===== src/rtl/mlfs_ram.sv =====
// Generic simple dual-port RAM with one write port and one registered read port.
// Used for the slot table of the flash scheduler; it depends on nothing else.
module mlfs_ram #(
   parameter int WIDTH = 8,
   parameter int DEPTH = 16,
   localparam int AW = (DEPTH > 1) ? $clog2(DEPTH) : 1
) (
   input  logic             clock,
   input  logic             wr_en,
   input  logic [AW-1:0]    wr_addr,
   input  logic [WIDTH-1:0] wr_data,
   input  logic             rd_en,
   input  logic [AW-1:0]    rd_addr,
   output logic [WIDTH-1:0] rd_data
);

   logic [WIDTH-1:0] mem_ff [DEPTH];
   logic [WIDTH-1:0] rd_data_ff;

   always_ff @(posedge clock) begin
      if (wr_en) begin
         mem_ff[wr_addr] <= wr_data;
      end
      if (rd_en) begin
         rd_data_ff <= mem_ff[rd_addr];
      end
   end

   assign rd_data = rd_data_ff;

endmodule


===== config.mk =====
export PLATFORM = sky130hd
export DESIGN_NAME = mlfs_ram
export DESIGN_NICKNAME = d
export VERILOG_FILES = /design/src/rtl/mlfs_ram.sv
export SDC_FILE = /design/constraint.sdc
export NUM_CORES = 1
export LEC_CHECK = 0
export BUFFER_PORTS_ARGS = -buffer_cell sky130_fd_sc_hd__buf_2
export CORE_AREA = 2 2 104 106
export CTS_CLUSTER_SIZE = 8
export DETAILED_ROUTE_END_ITERATION = 8
export DIE_AREA = 0 0 106 108
export HOLD_SLACK_MARGIN = 0.15
export PLACE_DENSITY = 0.79
export SLEW_MARGIN = 20
export SYNTH_ARGS = -nofsm -noshare
export SYNTH_HDL_FRONTEND = slang
export SYNTH_SLANG_ARGS = --single-unit

===== constraint.sdc =====
create_clock -name clock -period 2.1 [get_ports clock]
set_input_delay 0.105 -clock clock [delete_from_list [all_inputs] [get_ports clock]]
set_output_delay 0.105 -clock clock [all_outputs]
set_load 0.1 [all_outputs]

==> flow_summary_export.csv <==
group,metric,value,unit
finish,diodes,0,
finish,layout_common_cells,"edfxtp_1, buf_2, buf_4",
hold_path,min_from,"wr_addr[3]",
global_route,grt_pass1_vias,2676,
floorplan,fp.dieW,106,microns
cts,post_cts.repair.setup_buffers,0,
timing,slew-limit-headroom,66.1,%
timing,finalHoldViolations,0,
cts,clk_pin_slew,0.07,ns
finish,layout-drive-gt1-share,31.5,%
routing,drc,0,
routing,postRouteAntennaNets,0,
setup_path,r2r_start,"mem_ff[9][4]$_DFFE_PP_",
yosys,yosysSeqAreaShare,78.1,%
hold_path,whs_endpoint,"mem_ff[2][6]$_DFFE_PP_",
timing,skew,0.0148,ns
floorplan,start_util,51.1,%
placed_design,hpwlAfterDp,6200,microns
hold_path,hold_depth,4,
hold_path,hp-class,"input port to flop",
cts,cts_sinks,136,
finish,final_util,62.2,%
power_and_ir_drop,total_leakage_power,2.18,nW
power_and_ir_drop,power_density,1020,nW/um^2
global_route,antenna_found_initial,0,
cts,cts_made_buffers,17,
timing,drv_slew,0,
routing,viasPerCell,5.83,
power_and_ir_drop,ir_worst_vdd,497,uV
cts,tritoncts,"done",
routing,post_drt_wl_per_cell,22.9,microns
finish,final_nets,317,
setup_path,r2r_end,"rd_data[4]$_DFFE_PP_",
timing,worst_hold_slack,0.239,ns
finish,final.fill_count,682,
yosys,yosysWarnings,0,
setup_path,end_kind,"flop",
setup_path,start_kind,"flop",
cts,htree_num_levels,4,
cts,cts_max_path_buffers,2,
timing,period_minus_slack,1.49,ns
setup_path,worstSetupPathType,"flop to flop",
routing,totalWireLength,10200,microns
placed_design,io_buffer_count,26,
routing,drt_iter0_markers,259,
floorplan,die_area,11400,sq um
finish,ff_latch_area,4080,sq um
yosys,synth_area,5230,sq um
timing,fin_crit_sh,70.8,%
yosys,ys_seq_elements,136,
global_route,grtUsageTotal,19.9,%
cts,clock_latency,0.54,ns
yosys,yosysUniqueCellTypes,18,
setup_path,timing.reg2reg.setup_slack,0.61,ns
setup_path,ff2ff_path_depth,3,
flow_run,drv_cap,0,
timing,worstMarginPinSlew,0.512,ns
yosys,syn_nets,248,
finish,multi_input_area,1060,sq um
timing,finalSetupViolCount,0,
run_status,status,"finished, final reports clean",
routing,firstDrtPassIters,4,
global_route,grt_pass1_wl,15700,microns
floorplan,rows,37,
setup_path,arrival,1.77,ns
timing,max_freq,0.672,GHz
finish,area_delta_synth_final,21.8,%
cts,hold_buffers,12,
cts,cts_root_buf,"clkbuf_8",
routing,dr_total_vias,2607,
finish,final_common_cell,"edfxtp_1",
global_route,grt_max_degree,33,
floorplan,die_h,108,microns
cts,cts_resized,0,
setup_path,worst-path-max-fanout,1,
yosys,synth_area_per_cell,22.8,sq um
floorplan,core,10200,sq um
yosys,synthCells,229,
placed_design,place.gp.congestion,0.776,
timing,rsz0062_at_grt,"no",
setup_path,cp.required,2.38,ns
timing,tns,0,ns
floorplan,io_pins,27,
global_route,grt.overflow.total,0,
[through the flow]
step | area (sq um) | power [mW] | worst slack, ns | std cells
floorplan | 5230 | 3.38 | 0.502 | 229
global placement | 5630 | 3.50 | 0.369 | 403
detailed placement | 5630 | 3.51 | 0.387 | 403
CTS | 6370 | 6.56 | 0.609 | 447
global route | 6370 | 6.68 | 0.546 | 447
finish | 6370 | 6.52 | 0.613 | 447
[cells in the mapped netlist, drive strengths merged]
cell type	count	area, sq um
a22oi	16	120
and2	1	6.26
and2b	1	7.51
buf	7	56.3
clkdlybuf4s25	3	30.0
edfxtp	136	4080
mux4	32	773
nand2	9	33.8
nand2b	2	12.5
nand3	1	5.00
nand3b	2	15.0
nor2	13	48.8
nor2b	1	6.26
nor3	4	20.0
or3b	1	8.76
[logic make-up (layout without fill, tap and decap cells)]
group,Yosys count,count (layout),synth area share (%)
AO/OA/AOI/OAI,16,16,2.30
AND/OR/NAND/NOR,35,35,3.14
buffers and inverters,10,92,1.65
flip-flops,136,136,78.1
multiplexers,32,32,14.8
[registers in the layout, summed over array words and instances, names as in the netlist]
| name | flops |
|---|---|
| mem_ff | 128 |
| rd_data | 8 |
[worst max-delay path, stage by stage, from the launching register on]
cell and delay (ns):
edfxtp_1 0.35, mux4_1 0.51, a22oi_1 0.29, nand2_1 0.08
[report_power, final]
group          internal [mW]  switching [mW]  total, mW
Clock                   1.94            1.11       3.05
Combinational          0.135           0.256      0.391
Sequential              3.06          0.0169       3.08
Total                   5.13            1.39       6.52
[metal layers]
layer  global-route usage (%)  wire [microns]  vias up
li1                         -               -     1120
met1                     25.7            4170     1361
met2                     32.3            5140      110
met3                     6.27             789       16
met4                     7.61             147        0
met5                        0               0        -
[worst max-delay path by stage]
stage | cells past startpoint | endpoint | startpoint | slack [ns]
CTS | 3 | rd_data[4]$_DFFE_PP_ | mem_ff[9][4]$_DFFE_PP_ | 0.61
global route | 3 | rd_data[4]$_DFFE_PP_ | mem_ff[10][4]$_DFFE_PP_ | 0.55
global placement | 5 | rd_data[4]$_DFFE_PP_ | rd_addr[0] | 0.37
finish | 3 | rd_data[4]$_DFFE_PP_ | mem_ff[9][4]$_DFFE_PP_ | 0.61
floorplan | 2 | mem_ff[0][0]$_DFFE_PP_ | wr_addr[2] | 0.50
detailed placement | 5 | rd_data[4]$_DFFE_PP_ | rd_addr[0] | 0.39
[layout make-up]
| type | count | area share (%) |
|---|---|---|
| sequential | 136 | 64.1 |
| multi-input combinational | 83 | 16.6 |
| timing repair buffer | 60 | 6.92 |
| clock inverter | 14 | 3.12 |
| tap | 136 | 2.67 |
| clock buffer | 18 | 6.56 |
Power figures use the tool's default switching activity.
