## src/rtl/mlfs_pkg.sv

```systemverilog
// Package for the multi-slot LED flash scheduler.
// Holds the table sizes, the request codes, the slot and result types and the
// color helpers. It depends on nothing else.
package mlfs_pkg;

   localparam int SLOT_COUNT   = 64;
   localparam int CHANNEL_BITS = 8;
   localparam int MAX_RESULTS  = 64;

   localparam int SLOT_IDX_W = (SLOT_COUNT > 1) ? $clog2(SLOT_COUNT) : 1;
   localparam int SLOT_CNT_W = $clog2(SLOT_COUNT + 1);
   localparam int RES_CNT_W  = $clog2(MAX_RESULTS + 1);
   localparam int COLOR_W    = 4 * CHANNEL_BITS;

   // Request codes.
   localparam logic [1:0] REQ_TICK        = 2'd0;
   localparam logic [1:0] REQ_ENABLE      = 2'd1;
   localparam logic [1:0] REQ_DISABLE     = 2'd2;
   localparam logic [1:0] REQ_DISABLE_ALL = 2'd3;

   // One slot of the table as it is kept in the slot memory.
   typedef struct packed {
      logic [15:0]        period;
      logic [15:0]        remaining;
      logic               lit;
      logic [COLOR_W-1:0] color;
      logic [7:0]         led;
   } slot_entry_type;

   localparam int ENTRY_W = $bits(slot_entry_type);

   // One result item without its commit flag.
   typedef struct packed {
      logic       write_valid;
      logic [7:0] led;
      logic [7:0] brightness;
      logic [7:0] red;
      logic [7:0] green;
      logic [7:0] blue;
   } result_type;

   // What the slot update decides for the slot under work.
   typedef struct packed {
      logic           mem_write;
      slot_entry_type wr_entry;
      logic           en_next;
      logic           claim;
      logic           emit;
      result_type     res;
   } slot_act_type;

   // Keeps the low CHANNEL_BITS bits of an 8-bit input channel.
   function automatic logic [CHANNEL_BITS-1:0] chan_in(input logic [7:0] value);
      logic [15:0] wide;
      wide = {8'd0, value};
      return wide[CHANNEL_BITS-1:0];
   endfunction

   // Keeps the low 8 bits of a stored channel.
   function automatic logic [7:0] chan_out(input logic [CHANNEL_BITS-1:0] value);
      logic [15:0] wide;
      wide = 16'(value);
      return wide[7:0];
   endfunction

endpackage

```

## src/rtl/mlfs_slot_alu.sv

```systemverilog
// Per-slot update of the flash scheduler: decides the new slot contents, the
// enable bit and the result item for the slot read from memory. Uses mlfs_pkg.
module mlfs_slot_alu (
   input  logic [1:0]                   op,
   input  mlfs_pkg::slot_entry_type     entry,
   input  logic                         en,
   input  logic                         taken,
   input  logic [15:0]                  elapsed,
   input  logic [7:0]                   led,
   input  logic [15:0]                  new_period,
   input  logic [mlfs_pkg::COLOR_W-1:0] color,
   output mlfs_pkg::slot_act_type       act
);

   localparam int CB = mlfs_pkg::CHANNEL_BITS;

   logic toggle;

   // An overshoot counts as reaching zero.
   assign toggle = (elapsed != 16'd0) && (entry.remaining <= elapsed);

   always_comb begin
      act          = '0;
      act.wr_entry = entry;
      act.en_next  = en;
      unique case (op)
         mlfs_pkg::REQ_TICK: begin
            if (en) begin
               act.mem_write = 1'b1;
               if (toggle) begin
                  act.wr_entry.remaining = entry.period;
                  act.wr_entry.lit       = !entry.lit;
                  act.emit               = 1'b1;
                  act.res.write_valid    = 1'b1;
                  act.res.led            = entry.led;
                  if (!entry.lit) begin
                     act.res.brightness = mlfs_pkg::chan_out(entry.color[0*CB +: CB]);
                     act.res.red        = mlfs_pkg::chan_out(entry.color[1*CB +: CB]);
                     act.res.green      = mlfs_pkg::chan_out(entry.color[2*CB +: CB]);
                     act.res.blue       = mlfs_pkg::chan_out(entry.color[3*CB +: CB]);
                  end
               end else begin
                  act.wr_entry.remaining = entry.remaining - elapsed;
               end
            end
         end
         mlfs_pkg::REQ_ENABLE: begin
            if (!en && !taken) begin
               act.mem_write          = 1'b1;
               act.wr_entry.period    = new_period;
               act.wr_entry.remaining = new_period;
               act.wr_entry.lit       = 1'b0;
               act.wr_entry.color     = color;
               act.wr_entry.led       = led;
               act.en_next            = 1'b1;
               act.claim              = 1'b1;
            end
         end
         mlfs_pkg::REQ_DISABLE: begin
            if (en && !taken && (entry.led == led)) begin
               act.en_next = 1'b0;
               act.claim   = 1'b1;
            end
         end
         mlfs_pkg::REQ_DISABLE_ALL: begin
            if (en) begin
               act.en_next         = 1'b0;
               act.emit            = 1'b1;
               act.res.write_valid = 1'b1;
               act.res.led         = entry.led;
            end
         end
         default: begin
            act.en_next = en;
         end
      endcase
   end

endmodule

```

## config.mk

```make
export PLATFORM = sky130hd
export DESIGN_NAME = mlfs_slot_alu
export DESIGN_NICKNAME = d
export VERILOG_FILES = /design/src/rtl/mlfs_pkg.sv /design/src/rtl/mlfs_slot_alu.sv
export SDC_FILE = /design/constraint.sdc
export NUM_CORES = 1
export LEC_CHECK = 0
export ABC_CLOCK_PERIOD_IN_PS = 3950
export BUFFER_PORTS_ARGS = -buffer_cell sky130_fd_sc_hd__buf_2
export CORE_AREA = 5 5 100 102
export DETAILED_ROUTE_END_ITERATION = 8
export DIE_AREA = 0 0 105 107
export MAX_ROUTING_LAYER = met4
export PLACE_DENSITY = 0.83
export SETUP_SLACK_MARGIN = 0.02
export SYNTH_ARGS = -nofsm -noshare
export SYNTH_HDL_FRONTEND = slang
export SYNTH_SLANG_ARGS = --single-unit
export TNS_END_PERCENT = 30
```

## constraint.sdc

```tcl
create_clock -name vclk -period 3.95
set_clock_uncertainty 0.05 [all_clocks]
set_input_delay 0.79 -clock vclk [all_inputs]
set_output_delay 0.79 -clock vclk [all_outputs]
set_load 0.01 [all_outputs]
```

==> flow_summary.ini <==
[logic_synthesis]
yosysMostFrequentCell = mux2_2
netlist.area_leader.share_pct = 21.7
ys_types = 50
postSynthCellCount = 408
synthTopCellsByCount = mux2_2 (55), a21oi_1 (40), and2_1 (40)
post-synth-top-area-cell = mux2_2
avgSynthCellArea_sq_um = 7.00
seq_area_frac_synth_pct = 0
ys_warn_count = 0
syn_area_sq_um = 2860
syn_nets = 578
synth_area_leaders = mux2_2 (22%), and2_1 (8.8%), ha_1 (8.8%), a21oi_1 (7.0%), nand2_1 (3.9%)

[sta]
worst_slew_pin_slew_ps = 636
max-slew-margin-rel_pct = 57.5
hold_viol = 0
min_period_ps = 3860
rsz0062_at_grt = yes
slew_violations = 0
fmax_ghz = 0.259
finalSetupViolations = 0
fin_crit_sh_pct = 97.7

[grt]
grt_pass1_wl_mm = 19.4
grt_max_degree = 45
grt_pass1_vias = 4051
grt_overflow = 0
grt.total_usage_pct = 20.7
antenna_found_initial = 0

[hold_path]
hp-class = primary input to primary output

[routing]
wl_mm = 12.9
wl_per_cell_um = 16.3
drt_first_iter_violations = 237
routed-via-count = 4215
firstDrtPassIters = 5
drc = 0
antenna_left = 0
vias_per_cell = 5.32

[layout]
syn2layout_area_growth_pct = 58.4
nClkBuffers = 0
layout-drive-gt1-share_pct = 54.5
seqCellArea_sq_um = 0
n_fill_cell = 921
final_area_sq_um = 4530
fin_util_pct = 50.2
flops_and_latches = 0
nets = 854
diodes = 0

[worst_setup_path]
end_kind = primary output
critPathMaxStageDelay_ps = 400
cp_top_family = compound AO/OA/AOI/OAI gates
worstPathArrival_ps = 3020
crit_chain = buf_4 -> inv_1 -> ha_2 -> fa_2 -> nand2b_4 -> a21oi_4 -> o21ai_2 -> o221ai_2 -> buf_6 -> buf_4 -> mux2i_1 -> a31oi_1 -> buf_2
slowest_stage = fa_2
required_ps = 3110
worstPathMaxFanout = 5
crit_type = primary input to primary output
cp-start-kind = primary input
crit_top_cell = buf_4
critPathBufInv = 5

[placed_design]
place_congestion = 0.995
dp_hpwl_mm = 10.9
placed_area_sq_um = 4420
portBuffers = 267

[pwr]
p_leak_nw = 2.42
powerDensity_nw_per_um2 = 126
peakVddDrop_mv = 0.0609

[floorplanning]
ios = 267
die_y_um = 107
initial_utilization_pct = 31.7
die-area_sq_um = 11200
rows = 35
core_area_sq_um = 9020
fp.dieW_um = 105

[outcome]
status = finished, final reports clean

[clock_network]
hold_buffers = 0

[job]
drv_cap = 0
==> final cells by class <==
cell class / count / area (sq um) / share of cell area, %
multi-input combinational: 355 / 2680 / 59.3
timing repair buffer: 298 / 1600 / 35.2
inverter: 29 / 109 / 2.40
tap: 111 / 139 / 3.07
==> layer usage <==
layer,global-route usage [%],wire [um]
met1,27.3,5530
met2,35.5,6140
met3,2.35,1120
met4,1.92,112
met5,-,0
==> metrics by stage <==
stage | instances | hold WS [ps] | worst slack (ps) | TNS [ps] | total power, mW
floorplan | 408 | 1670 | 324 | 0 | 0.312
global placement | 787 | 1830 | 28.2 | 0 | 0.537
detailed placement | 787 | 1840 | -41.2 | -274 | 0.542
CTS | 787 | 1840 | 4.77 | 0 | 0.545
global route | 793 | 1850 | -18.4 | -29.1 | 0.625
finish | 793 | 1830 | 92.7 | 0 | 0.572
==> power by group <==
part	switching, mW	internal, mW	leakage [nW]
combinational	0.299	0.273	2.42
sequential	0	0	0
clock	0	0	0
total	0.299	0.273	2.42
==> cell families (layout without fill, tap and decap cells) <==
group | count (synthesis) | in the layout | share of synthesized area [%]
AND/OR/NAND/NOR | 138 | 139 | 25.8
AO/OA/AOI/OAI | 112 | 112 | 25.8
multiplexers | 63 | 63 | 24.5
buffers and inverters | 54 | 327 | 8.36
adder cells (fa/ha/maj) | 21 | 21 | 9.46
XOR/XNOR | 20 | 20 | 6.13
==> final timing paths <==
path	from	end	slack, ps	depth (start not counted)
worst max-delay path	entry[41]	act[93]	90	13
worst min-delay path	entry[14]	act[30]	1830	3
==> cells in the final DEF, fill, tap and decap left out, types with 5 or more instances in the layout <==
master    Yosys  final
nand2b_1     12     11
buf_2         4    266
a211oi_1      5      5
a21oi_1      40     40
o21ai_0      16     15
nor4_1        5      5
nor2b_1       5      5
a31oi_1       5      5
and2_1       40     40
ha_1         20     19
nand2_1      30     30
nor3_1       13     12
o32ai_1       6      6
inv_1        29     29
mux2_2       55     55
o21ai_1       7      7
a211o_1       6      6
nor2_1       19     18
o31ai_1       6      6
nand4_1       5      5
xor2_1       12     12
mux2i_1       8      8
xnor2_1       8      8
buf_4         2     28
==> timing repair <==
item,in CTS,in global routing
pin swaps,1,10
hold endpoints to repair,0,0
setup endpoints to repair,29,54
buffers inserted,0,5
gates cloned,0,1
gates resized for setup,1,15
Note: power is estimated with default switching activity, not from simulation.
