==> config.mk <==
export PLATFORM = sky130hd
export DESIGN_NAME = mlfs_rsp_queue
export DESIGN_NICKNAME = d
export VERILOG_FILES = /design/src/rtl/mlfs_pkg.sv /design/src/rtl/mlfs_rsp_queue.sv
export SDC_FILE = /design/constraint.sdc
export NUM_CORES = 1
export LEC_CHECK = 0
export BUFFER_PORTS_ARGS = -buffer_cell sky130_fd_sc_hd__buf_2
export CAP_MARGIN = 20
export CORE_MARGIN = 5
export CORE_UTILIZATION = 55
export CTS_BUF_LIST = sky130_fd_sc_hd__clkbuf_8
export CTS_CLUSTER_SIZE = 8
export DETAILED_ROUTE_END_ITERATION = 8
export PLACE_DENSITY = 0.91
export SLEW_MARGIN = 20
export SYNTH_ARGS = -nofsm -noshare
export SYNTH_HDL_FRONTEND = slang
export SYNTH_SLANG_ARGS = --single-unit
==> constraint.sdc <==
create_clock -name clock -period 9.2 [get_ports clock]
set_input_delay 1.84 -clock clock [delete_from_list [all_inputs] [get_ports clock]]
set_output_delay 1.84 -clock clock [all_outputs]
set_load 0.05 [all_outputs]
==> src/rtl/mlfs_pkg.sv <==
// Package for the multi-slot LED flash scheduler.
// Holds the table sizes, the request codes, the slot and result types and the
// color helpers. It depends on nothing else.
package mlfs_pkg;

   localparam int SLOT_COUNT   = 64;
   localparam int CHANNEL_BITS = 8;
   localparam int MAX_RESULTS  = 64;

   localparam int SLOT_IDX_W = (SLOT_COUNT > 1) ? $clog2(SLOT_COUNT) : 1;
   localparam int SLOT_CNT_W = $clog2(SLOT_COUNT + 1);
   localparam int RES_CNT_W  = $clog2(MAX_RESULTS + 1);
   localparam int COLOR_W    = 4 * CHANNEL_BITS;

   // Request codes.
   localparam logic [1:0] REQ_TICK        = 2'd0;
   localparam logic [1:0] REQ_ENABLE      = 2'd1;
   localparam logic [1:0] REQ_DISABLE     = 2'd2;
   localparam logic [1:0] REQ_DISABLE_ALL = 2'd3;

   // One slot of the table as it is kept in the slot memory.
   typedef struct packed {
      logic [15:0]        period;
      logic [15:0]        remaining;
      logic               lit;
      logic [COLOR_W-1:0] color;
      logic [7:0]         led;
   } slot_entry_type;

   localparam int ENTRY_W = $bits(slot_entry_type);

   // One result item without its commit flag.
   typedef struct packed {
      logic       write_valid;
      logic [7:0] led;
      logic [7:0] brightness;
      logic [7:0] red;
      logic [7:0] green;
      logic [7:0] blue;
   } result_type;

   // What the slot update decides for the slot under work.
   typedef struct packed {
      logic           mem_write;
      slot_entry_type wr_entry;
      logic           en_next;
      logic           claim;
      logic           emit;
      result_type     res;
   } slot_act_type;

   // Keeps the low CHANNEL_BITS bits of an 8-bit input channel.
   function automatic logic [CHANNEL_BITS-1:0] chan_in(input logic [7:0] value);
      logic [15:0] wide;
      wide = {8'd0, value};
      return wide[CHANNEL_BITS-1:0];
   endfunction

   // Keeps the low 8 bits of a stored channel.
   function automatic logic [7:0] chan_out(input logic [CHANNEL_BITS-1:0] value);
      logic [15:0] wide;
      wide = 16'(value);
      return wide[7:0];
   endfunction

endpackage

==> src/rtl/mlfs_rsp_queue.sv <==
// Result path of the flash scheduler: a hold stage that keeps the newest result
// until it is known whether it is the last one, and the output register.
// Uses mlfs_pkg.
module mlfs_rsp_queue (
   input  logic                 clock,
   input  logic                 reset,
   input  logic                 start,
   input  logic                 push,
   input  mlfs_pkg::result_type push_res,
   input  logic                 flush,
   output logic                 can_push,
   output logic                 hold_empty,
   input  logic                 rsp_stall,
   output logic                 rsp_valid,
   output mlfs_pkg::result_type rsp_res,
   output logic                 rsp_commit
);

   logic                              hold_valid_ff, hold_valid_in;
   mlfs_pkg::result_type              hold_res_ff;
   logic [mlfs_pkg::RES_CNT_W-1:0]    cnt_ff, cnt_in;
   logic                              rsp_valid_ff, rsp_valid_in;
   mlfs_pkg::result_type              rsp_res_ff;
   logic                              rsp_commit_ff;
   logic                              out_free;
   logic                              full;
   logic                              push_eff;
   logic                              move;

   assign out_free = !rsp_valid_ff || !rsp_stall;
   // Results past the limit are dropped; the last kept one takes the commit.
   assign full     = !start && (cnt_ff == mlfs_pkg::RES_CNT_W'(mlfs_pkg::MAX_RESULTS));
   assign push_eff = push && !full;
   assign move     = hold_valid_ff && out_free && (push_eff || flush);
   assign can_push = full || !hold_valid_ff || out_free;

   always_comb begin
      hold_valid_in = hold_valid_ff;
      if (push_eff) begin
         hold_valid_in = 1'b1;
      end else if (move) begin
         hold_valid_in = 1'b0;
      end
      if (start) begin
         cnt_in = push ? mlfs_pkg::RES_CNT_W'(1) : '0;
      end else begin
         cnt_in = cnt_ff + mlfs_pkg::RES_CNT_W'(push_eff);
      end
      rsp_valid_in = rsp_valid_ff;
      if (move) begin
         rsp_valid_in = 1'b1;
      end else if (!rsp_stall) begin
         rsp_valid_in = 1'b0;
      end
   end

   always_ff @(posedge clock) begin
      if (reset) begin
         hold_valid_ff <= 1'b0;
         cnt_ff        <= '0;
         rsp_valid_ff  <= 1'b0;
      end else begin
         hold_valid_ff <= hold_valid_in;
         cnt_ff        <= cnt_in;
         rsp_valid_ff  <= rsp_valid_in;
      end
   end

   always_ff @(posedge clock) begin
      if (push_eff) begin
         hold_res_ff <= push_res;
      end
      if (move) begin
         rsp_res_ff    <= hold_res_ff;
         rsp_commit_ff <= flush && !push_eff;
      end
   end

   assign hold_empty = !hold_valid_ff;
   assign rsp_valid  = rsp_valid_ff;
   assign rsp_res    = rsp_res_ff;
   assign rsp_commit = rsp_commit_ff;

endmodule

==> impl_metrics.env <==
export IMPL_fin_util_pct=70.8
export IMPL_ir_worst_vdd_uv=117
export IMPL_worstPathRequired_ps=7360
export IMPL_antennaDiodeCount=0
export IMPL_place_congestion=0.812
export IMPL_synth_top_area_share_pct=85.2
export IMPL_final_max_slew_viol_count=0
export IMPL_grt_first_pass_wirelength_um=7690
export IMPL_antenna_found_initial=0
export IMPL_setup_violations=0
export IMPL_yosysWarnings=0
export IMPL_fmax_mhz=202
export IMPL_synth_distinct_cells=24
export IMPL_final_hold_viol_count=0
export IMPL_numClockSinks=92
export IMPL_setup_tns_ps=0
export IMPL_postRouteAntennaNets=0
export IMPL_finish_net_count=284
export IMPL_synth_avg_cell_area_um2=22.2
export IMPL_max_stage_delay_ps=550
export IMPL_critPathSlowestCell="or4b_4"
export IMPL_wl_um=4660
export IMPL_synth_area_um2=2920
export IMPL_vias_per_cell=4.88
export IMPL_maxCapViolCount=0
export IMPL_drtIter0Drc=58
export IMPL_power_total_w=0.000766
export IMPL_clkTransAtPathRegs_ps=70
export IMPL_cts_resized=0
export IMPL_fin_skew_ps=7.94
export IMPL_ios=92
export IMPL_port_buffers=91
export IMPL_layout_drive_gt1_share_pct=45.6
export IMPL_tightest_slew_ps=857
export IMPL_post_cts_buffers=0
export IMPL_worstSetupPathType="primary input to primary output"
export IMPL_cellLeakagePower_nw=1.41
export IMPL_path_max_fanout=4
export IMPL_syn_nets=181
export IMPL_cts_buffers=9
export IMPL_syn_inst=132
export IMPL_crit_arrival_ps=3110
export IMPL_cts_tree="built"
export IMPL_rows=26
export IMPL_drt_pass1_iter_count=4
export IMPL_critPathLaunchType="primary input"
export IMPL_vias=1509
export IMPL_die_h_um=82.9
export IMPL_drc_errors=0
export IMPL_hpwl_um=3400
export IMPL_cts_buffer_depth=2
export IMPL_initial_core_util_pct=56.9
export IMPL_wl_per_cell_um=15.1
export IMPL_worst_slack_ps=4250
export IMPL_grt_setup_unrepaired="no"
export IMPL_critPathMostFrequentCell="buf_2"
export IMPL_status="completed"
export IMPL_min_path_type="flop to flop"
export IMPL_die_area_um2=6870
export IMPL_grt_ovfl_total=0
export IMPL_cts_hold_buf=0
export IMPL_pre_cts_slack_ps=4250
export IMPL_maxSlewHeadroom_pct=42.8
export IMPL_synth_seq_cells=92
export IMPL_yosysTopAreaCell="edfxtp_1"
export IMPL_track_usage_pct=14.4
export IMPL_finalCritPeriodShare_pct=53.8
export IMPL_floorplan_die_width_um=82.9
export IMPL_cp_end_kind="primary output"
export IMPL_power_density_nw_per_um2=211
export IMPL_area_growth_syn_to_layout_pct=24.4
export IMPL_htreeDepth=3
export IMPL_cts_root_buf="clkbuf_8"
export IMPL_grt_max_degree=43
export IMPL_worst_skew_pair_late_latency_ps=330
export IMPL_synth_area_top_cells="edfxtp_1 (85%), dfxtp_1 (6.2%), ha_1 (0.86%)"
export IMPL_core_area_um2=5140
export IMPL_yosysSeqAreaShare_pct=91.4
export IMPL_cp_cell_sequence="buf_2 > or4b_4 > or2_4 > nand4_1 > buf_2"
export IMPL_fin_hold_ws_ps=419
export IMPL_grt_pass1_vias=1542
export IMPL_finalCriticalPeriod_ps=4950
registers in the layout, indices dropped and copies added (netlist names):
signal         count
cnt_ff             7
hold_res_ff       41
hold_valid_ff      1
rsp_commit         1
rsp_res           41
rsp_valid          1
layer usage:
metal | track usage (%) | routed length [um] | vias up
met5 | 0 | 0 | -
met4 | 4.46 | 41 | 0
met3 | 8.61 | 589 | 6
met2 | 21.1 | 2090 | 85
met1 | 18.0 | 1940 | 706
li1 | - | - | 712
final cells by class:
class / count / area [um2]
clock buffers: 9 / 124
clock inverters: 6 / 27.5
fillers: 346 / 1500
inverters: 3 / 11.3
multi-input cells: 37 / 251
flip-flops and latches: 92 / 2670
well taps: 70 / 87.6
repair buffers: 92 / 463
metrics by stage:
| step | area [um2] | instances |
|---|---|---|
| after detailed placement | 3490 | 294 |
| after global routing | 3640 | 309 |
| after floorplan | 2920 | 132 |
| after CTS | 3640 | 309 |
| final | 3640 | 309 |
| after global placement | 3490 | 294 |
synthesized netlist by cell type (all sizes together):
master / number
a21o: 1
a21oi: 5
a31oi: 1
and2: 1
dfxtp: 9
edfxtp: 83
ha: 2
inv: 3
mux2i: 1
nand2: 4
nand3: 3
nand4: 1
nor2: 5
o211ai: 1
o21ai: 3
or2: 2
or3: 2
or4: 1
or4b: 1
xnor2: 1
xor2: 2
worst paths after layout:
| path | startpoint | to | slack [ps] | depth (start not counted) |
|---|---|---|---|---|
| min reg2reg | hold_res_ff[4] | rsp_res[4] | 420 | 0 |
| max | start | can_push | 4250 | 5 |
| max reg2reg | cnt_ff[2] | cnt_ff[4] | 6510 | 8 |
| min | hold_res_ff[4] | rsp_res[4] | 420 | 0 |
logic make-up (layout without fill, tap and decap cells):
logic type	Yosys count	count (layout)	synth area share, %
compound gates	11	11	2.23
xor+xnor	3	3	0.899
fa+ha+maj	2	2	0.856
buf+inv	3	110	0.385
flops	92	92	91.4
mux	1	1	0.342
simple gates	20	20	3.89
critical path, delay by kind of cell:
family,cells,cell delay (ps)
simple gates,3,880
buf+inv,2,380
power breakdown:
| part | switching (W) | total [W] | leakage, nW | internal, W |
|---|---|---|---|---|
| Sequential | 0.00000654 | 0.000493 | 0.866 | 0.000486 |
| Combinational | 0.0000538 | 0.0000698 | 0.455 | 0.0000160 |
| Clock | 0.000111 | 0.000204 | 0.0917 | 0.0000922 |
placed cells by master, fill, tap and decap left out, types with 2 or more instances in the layout:
master    Yosys  layout
or3_1         2       2
edfxtp_1     83      83
nand2_1       4       4
ha_1          2       2
clkbuf_8      0       9
dfxtp_1       9       9
buf_2         0      91
a21oi_1       4       3
o21ai_0       2       2
nor2_1        5       5
inv_1         3       6
xor2_1        2       2
nand3_1       3       3
No activity file was read; power rests on OpenSTA's default activity.
